### config.mk
export PLATFORM = sky130hd
export DESIGN_NAME = hzp_ctrl
export DESIGN_NICKNAME = d
export VERILOG_FILES = /design/src/sv/hzp_pkg.sv /design/src/sv/hzp_ctrl.sv
export SDC_FILE = /design/constraint.sdc
export NUM_CORES = 1
export LEC_CHECK = 0
export CAP_MARGIN = 5
export CORE_AREA = 2 2 39 41
export DETAILED_ROUTE_END_ITERATION = 8
export DIE_AREA = 0 0 41 43
export DONT_BUFFER_PORTS = 1
export GPL_ROUTABILITY_DRIVEN = 1
export SYNTH_ARGS = -nofsm -noshare
export SYNTH_HDL_FRONTEND = slang
export SYNTH_SLANG_ARGS = --single-unit
### constraint.sdc
create_clock -name i_clk -period 3.4 [get_ports i_clk]
set_input_delay 0.17 -clock i_clk [delete_from_list [all_inputs] [get_ports i_clk]]
set_output_delay 0.17 -clock i_clk [all_outputs]
set_load 0.05 [all_outputs]
### src/sv/hzp_pkg.sv
// Shared types, constants and helper functions for the hierarchical-Z pyramid.
`timescale 1ns / 1ps

package hzp_pkg;

    // Default sizes of the largest frame and of one stored depth value.
    localparam int DEF_MAX_WIDTH  = 256;
    localparam int DEF_MAX_HEIGHT = 256;
    localparam int DEF_DEPTH_BITS = 24;

    // Fixed field widths of the request, response and configuration port.
    localparam int ACTION_W  = 2;
    localparam int LEVEL_W   = 4;
    localparam int COORD_W   = 10;
    localparam int DEPTH_W   = 24;
    localparam int DIM_W     = 9;
    localparam int CFG_IDX_W = 1;

    // Every level code the request can carry gets an offset slot.
    localparam int NUM_LEVEL_SLOTS = 1 << LEVEL_W;

    localparam logic [ACTION_W-1:0] ACT_WRITE  = 2'd0;
    localparam logic [ACTION_W-1:0] ACT_BUILD  = 2'd1;
    localparam logic [ACTION_W-1:0] ACT_SAMPLE = 2'd2;

    localparam logic [CFG_IDX_W-1:0] REG_FRAME_WIDTH  = 1'd0;
    localparam logic [CFG_IDX_W-1:0] REG_FRAME_HEIGHT = 1'd1;

    typedef logic [DIM_W-1:0]    t_dim;
    typedef logic [LEVEL_W-1:0]  t_level;
    typedef logic [ACTION_W-1:0] t_action;

    // Commands from the controller to the datapath.
    typedef struct packed {
        logic accept;
        logic calc;
        logic init_build;
        logic wr_pix;
        logic rd_pix;
        logic row_calc;
        logic rd_a;
        logic rd_b;
        logic wr_texel;
        logic load_result;
    } t_hzp_cmd;

    // Status from the datapath back to the controller.
    typedef struct packed {
        t_action action;
        logic    oob;
        logic    single_level;
        logic    row_end;
        logic    build_end;
    } t_hzp_stat;

    // Extent of a level: the base extent halved l times, rounding up.
    function automatic t_dim hzp_extent(input t_dim v, input t_level l);
        t_dim mask;
        mask = ~({DIM_W{1'b1}} << l);
        return (v >> l) + t_dim'(|(v & mask));
    endfunction

    // Number of levels: one plus the bit length of (size - 1).
    function automatic t_level hzp_level_count(input t_dim s);
        t_dim   d;
        t_level n;
        d = s - t_dim'(1);
        n = t_level'(1);
        for (int i = 0; i < DIM_W; i++) begin
            if (d[i]) begin
                n = t_level'(i + 2);
            end
        end
        return n;
    endfunction

    // Elaboration-time extent for sizing the store.
    function automatic int hzp_ext_int(input int v, input int l);
        int e;
        e = v;
        for (int i = 0; i < l; i++) begin
            e = (e + 1) >> 1;
        end
        return e;
    endfunction

    // Elaboration-time start of a level's region, sized for the largest frame.
    function automatic int hzp_level_offset(input int mw, input int mh, input int l);
        int off;
        off = 0;
        for (int k = 0; k < l; k++) begin
            off += hzp_ext_int(mw, k) * hzp_ext_int(mh, k);
        end
        return off;
    endfunction

endpackage

### src/sv/hzp_ctrl.sv
// Controller state machine that sequences writes, samples and pyramid builds.
`timescale 1ns / 1ps

module hzp_ctrl (
    input  logic                 i_clk,
    input  logic                 i_rst_n,
    input  logic                 i_req_valid,
    output logic                 o_req_ready,
    output logic                 o_rsp_valid,
    input  logic                 i_rsp_ready,
    input  hzp_pkg::t_hzp_stat   i_stat,
    output hzp_pkg::t_hzp_cmd    o_cmd
);
    import hzp_pkg::*;

    localparam logic [3:0] S_IDLE = 4'd0;
    localparam logic [3:0] S_CALC = 4'd1;
    localparam logic [3:0] S_WPIX = 4'd2;
    localparam logic [3:0] S_SRD  = 4'd3;
    localparam logic [3:0] S_ROW  = 4'd4;
    localparam logic [3:0] S_RDA  = 4'd5;
    localparam logic [3:0] S_RDB  = 4'd6;
    localparam logic [3:0] S_WR   = 4'd7;
    localparam logic [3:0] S_RES  = 4'd8;

    logic [3:0] r_state;
    logic [3:0] n_state;
    logic       r_rsp_valid;
    logic       n_rsp_valid;
    t_hzp_cmd   cmd;
    logic       req_ready;

    always_comb begin
        n_state   = r_state;
        cmd       = '0;
        req_ready = 1'b0;
        case (r_state)
            S_IDLE: begin
                req_ready = 1'b1;
                if (i_req_valid) begin
                    cmd.accept = 1'b1;
                    n_state    = S_CALC;
                end
            end
            S_CALC: begin
                cmd.calc = 1'b1;
                case (i_stat.action)
                    ACT_WRITE: begin
                        n_state = S_WPIX;
                    end
                    ACT_BUILD: begin
                        if (i_stat.single_level) begin
                            n_state = S_RES;
                        end else begin
                            cmd.init_build = 1'b1;
                            n_state        = S_ROW;
                        end
                    end
                    ACT_SAMPLE: begin
                        n_state = i_stat.oob ? S_RES : S_SRD;
                    end
                    default: begin
                        n_state = S_RES;
                    end
                endcase
            end
            S_WPIX: begin
                cmd.wr_pix = 1'b1;
                n_state    = S_RES;
            end
            S_SRD: begin
                cmd.rd_pix = 1'b1;
                n_state    = S_RES;
            end
            S_ROW: begin
                cmd.row_calc = 1'b1;
                n_state      = S_RDA;
            end
            S_RDA: begin
                cmd.rd_a = 1'b1;
                n_state  = S_RDB;
            end
            S_RDB: begin
                cmd.rd_b = 1'b1;
                n_state  = S_WR;
            end
            S_WR: begin
                cmd.wr_texel = 1'b1;
                if (i_stat.build_end) begin
                    n_state = S_RES;
                end else if (i_stat.row_end) begin
                    n_state = S_ROW;
                end else begin
                    n_state = S_RDA;
                end
            end
            S_RES: begin
                if (!r_rsp_valid || i_rsp_ready) begin
                    cmd.load_result = 1'b1;
                    n_state         = S_IDLE;
                end
            end
            default: begin
                n_state = S_IDLE;
            end
        endcase
    end

    always_comb begin
        n_rsp_valid = r_rsp_valid;
        if (r_rsp_valid && i_rsp_ready) begin
            n_rsp_valid = 1'b0;
        end
        if (cmd.load_result) begin
            n_rsp_valid = 1'b1;
        end
    end

    always_ff @(posedge i_clk) begin
        if (!i_rst_n) begin
            r_state     <= S_IDLE;
            r_rsp_valid <= 1'b0;
        end else begin
            r_state     <= n_state;
            r_rsp_valid <= n_rsp_valid;
        end
    end

    assign o_cmd       = cmd;
    assign o_req_ready = req_ready;
    assign o_rsp_valid = r_rsp_valid;

endmodule

After elaboration in Yosys (flattened, before gate mapping)
Cells that the tools add are included.

Register bits after elaboration: 5. Bits in latches: 0. Memory bits (writable): 0. ROM bits: 0. Input bits: 10. Output and inout bits: 12. Logic and storage cells: 46. Memories: 0.

Add/subtract/negate cells: 0. $mul: 0. Divide/modulo/power cells: 0. $lt $le $gt $ge: 0. Equality and inequality tests: 12. Shift-type cells: 0. Mux-type cells: 24. Bitwise gates (word level): 0. Reductions and logical operators: 8.

Operators with widths (count): $pmux 4 s8 (1); $mux 4 (5); $eq 4x3->1 const B (4); $mux 1 (16); $pmux 4 s3 (1); $eq 4x2->1 const B (2); $eq 4x1->1 const B (1); $eq 4x4->1 const B (1); $logic_not 4->1 (1); $ne 2x2->1 const B (2); $eq 2x1->1 const B (1); $eq 2x2->1 const B (1); $logic_not 2->1 (1); $mux 2 (1); $reduce_and 2->1 (1); $reduce_bool 2->1 (1); $reduce_or 2->1 (1); $logic_and 1x1->1 (1); $logic_not 1->1 (1); $logic_or 1x1->1 (1).

Depth between registers and ports, before layout
Depth after elaboration: 5. Depth in mapped cells: 4. Depth with buffers taken out: 3.

Least setup slack after synthesis
No wires, ideal clock.

Path kind: flip-flop to output port. Start: reg r_state[0]. End: out o_cmd[9] (netlist name). Data arrival time: 2.649 ns. Data required time: 3.230 ns. Slack: 0.581 ns. Stages on the path, launching flop included: 4. Buffers on the path: 1. Cell sequence: dfxtp_1 -> clkbuf_1 -> nor4_1 -> and2_1.

RTL lines: start, declared (line hzp_ctrl.sv:26) `logic [3:0] r_state;`; start signal, assigned (line hzp_ctrl.sv:124) `r_state <= n_state;`; end, declared (line hzp_ctrl.sv:12) `output hzp_pkg::t_hzp_cmd o_cmd`.

==> results <==
- The run finished with clean final reports.
- Of the available clock period, the critical path in the final layout requires 69.02%.
- In this run the worst path has a maximum fanout of 10.
- TritonCTS built the clock tree.
- The maximum clock skew at final layout is approximately 0.75 ps.
- The sequential standard cell area is 100.1 µm².
- The number of synthesized register bits is 5.
- The number of instances in the synthesized netlist is 50.
- The final cell count without fillers is 70.
- After legalization and detailed placement, the total HPWL measured 668.1 µm.
- Hold repair after CTS inserted 0 buffers.
- The CTS clock-pin slew for the worst setup and hold paths is roughly 40 ps.
- Buffers placed on the I/O ports in this run total 0.
- Setup repair after global routing left no endpoint under its margin.
- Dividing the detail-routed wire length by the instance count gives 11.77 µm.
- The slowest cell on the critical path is sky130_fd_sc_hd__nor2b_1.
- The clock net in this run drives a total of 5 sinks.
- The die covers 0.001763 mm².
- The initial antenna violation count is 0.
- The detailed router finished its first iteration with 6 violations.
- Of all cell types, the one taking the most synthesized area is sky130_fd_sc_hd__dfxtp_1.
- Headroom to the max-slew limit came out at a little under two fifths.
- The relative area change from synthesis to final layout is 16.56%.
- Including well taps, the total number of placed cells is 66.
- The synthesized netlist occupies a cell area of 385.4 µm².
- STA puts the critical path data required time at 3230 ps.
- The count of distinct cell types in the synthesized netlist is 27.
- The net count of the finished layout is 65.
- The number of global-route vias before repair was roughly 280.
- From bottom edge to top edge, the die measures 43 µm.
- The worst hold path belongs to the class in -> reg.
- After layout, the minimum clock period comes to 2347 ps.
- The pin count of the biggest net entering global routing is 15.
- Pin placement for this block handled 22 I/O pins.
- Once detail routing completed, the nets flagged for antenna violations numbered 0.
- The total count of hold-check failures in the final report is 0.
- The total of cells resized after clock tree synthesis is 0.
- The final design utilization is 32.46%.
- The launching element type of the critical path is a flip-flop.
- The total DRC errors in the routed layout is 0.
- The total overflow left after global routing is 0.
- Summed over all failing endpoints, the final setup total negative slack is 0 ps.
- The mean instance size in the synthesized netlist is 7.707 µm².
- The clock passes through at most 2 buffers.
- The number of buffers added for setup after CTS is 0.
- The final layout contains routed wiring with a total length of between 800 and 900 µm.
- For this design the ratio of total power to cell area is 481.0 mW/mm².
- The post-placement setup slack is 1301 ps.
- The delay of the slowest critical-path stage is 760 ps.
- The cell area after layout is 449.2 µm².
- Using the TritonRoute via totals, the vias-per-cell ratio works out to 5.186.
- The number of filler instances in the final layout is 140.
- The number of detailed-route iterations in the first pass is 2.
- Cells with a size suffix above 1 make up 24.07% of the layout.
- The endpoint arrival time on the critical path is 2180 ps.
- The worst setup path is of the reg -> out kind.
- Clock latency on the worst-skew pair, taken at its later pin, is 240 ps.
- The critical path goes through or4b_2 > nor2b_1.
- The analysis attributes to cell leakage a power of approximately 0.16 nW.
- Sorting the synthesized cells by area gives the leading types as sky130_fd_sc_hd__dfxtp_1, sky130_fd_sc_hd__nand2b_1, sky130_fd_sc_hd__nor3b_1, sky130_fd_sc_hd__nor3_1, sky130_fd_sc_hd__nor2_1.
- Setup violations remaining at the end of the flow were counted as 0.
- The Yosys step of the flow raised 0 warnings.
- Across all hold checks on the routed design, the worst slack comes to 50.89 ps.
- The horizontal extent of the die is 41 µm.
- For this run, the leading register cell type out of synthesis is sky130_fd_sc_hd__dfxtp_1.
- The first global-routing pass estimated approximately 1200 µm of wire.
- The worst setup path is captured at a primary output.
- The worst-case IR drop observed on VDD is roughly 170 µV.
- Across all layers, the routed design uses 363 vias.
- The design draws 0.2160 mW.
- The fraction of registers with async set or reset after synthesis is 0%.
- The count of inserted antenna diode cells is 0.
- The cell chosen for the clock root is sky130_fd_sc_hd__clkbuf_4.
- TritonCTS created 3 clock buffers.
- Based on the critical path, the design can be clocked at up to ~0.43 GHz.
- In this run, synthesis inferred 0 flip-flops with an integrated enable.
- Across every metal layer, demand over resource in global routing totals 10.16%.
- For this run, the register share of the synthesized area comes to 25.97%.
- After floorplanning, the core was sized to cover ~0.0014 mm².
- Summing all multi-input logic gate instances after layout gives around 260 µm².
- After detailed placement, the total cell area comes to 422.9 µm².
- Across the run, the number of max-cap violations was 0.
- At the pin with the least slew margin, the transition time is 940.6 ps.
- The count of final max-slew check failures came to 0.
- The total nets after synthesis is 60.
- The number of placement rows is 14.
- For this configuration, the core starts out at a cell density of 27.85%.
- CTS built an H-tree with a depth of 1.
- The share of synthesized area in the top cell type comes to 25.97%.
- The commonest cells after synthesis are sky130_fd_sc_hd__dfxtp_1, sky130_fd_sc_hd__nor2_1, sky130_fd_sc_hd__nand2b_1, sky130_fd_sc_hd__nor3_1.
- The final setup slack of the worst path is between 1000 and 1500 ps.
- The routability-driven placement congestion ratio is 0.8350.
## layer usage
metal | global-route usage, % | vias up | share of wire, %
met4 | 4.000 | 0 | 1.2
li1 | - | 189 | -
met5 | 0 | - | 0
met3 | 4.712 | 2 | 6.8
met1 | 13.27 | 162 | 42
met2 | 14.06 | 10 | 50
## kinds of logic after synthesis
kind of cell | count (synthesis) | share of synthesized area (%)
simple gates | 28 | 43.51
compound gates | 9 | 18.18
flops | 5 | 25.98
buf+inv | 7 | 10.07
xor+xnor | 1 | 2.273
## final timing paths
| kind | slack [ps] | cells past startpoint | startpoint | end |
|---|---|---|---|---|
| setup / recovery | 1050 | 2 | r_state[3] | o_cmd[0] |
| hold / removal | 50 | 1 | i_rst_n | r_state[2] |
| setup reg to reg | 1540 | 4 | r_state[0] | r_state[2] |
| hold reg to reg | 660 | 1 | r_state[3] | r_state[1] |
## flip-flops by register name, indices dropped and copies added, names as in the netlist
register     count
r_state          4
o_rsp_valid      1
## final cells by class
cell class	count	area share, %
multi-input combinational	38	57.38
sequential	5	22.28
timing repair buffer	5	8.357
clock buffer	4	5.850
tap	16	4.457
inverter	2	1.671
## placed cells by master, fill, tap and decap left out, types with 2 or more instances in the layout
| master | instances |
|---|---|
| sky130_fd_sc_hd__nor3_1 | 4 |
| sky130_fd_sc_hd__a21oi_1 | 3 |
| sky130_fd_sc_hd__inv_1 | 2 |
| sky130_fd_sc_hd__dfxtp_1 | 5 |
| sky130_fd_sc_hd__clkbuf_4 | 3 |
| sky130_fd_sc_hd__nor2_1 | 5 |
| sky130_fd_sc_hd__nand2_1 | 3 |
| sky130_fd_sc_hd__buf_4 | 5 |
| sky130_fd_sc_hd__nand2b_1 | 4 |
| sky130_fd_sc_hd__nor3b_1 | 2 |
## power breakdown
part	total, mW	switching (mW)	internal, mW
registers	0.0768	0.0137	0.0631
logic	0.0714	0.0460	0.0254
clock network	0.0678	0.0235	0.0443
## critical path: cells and delay by family (launching register included)
family / cells / cell delay, ps
DFF: 1 / 520
and+or+nand+nor: 2 / 1420
Note: power is estimated with default switching activity, not from simulation.
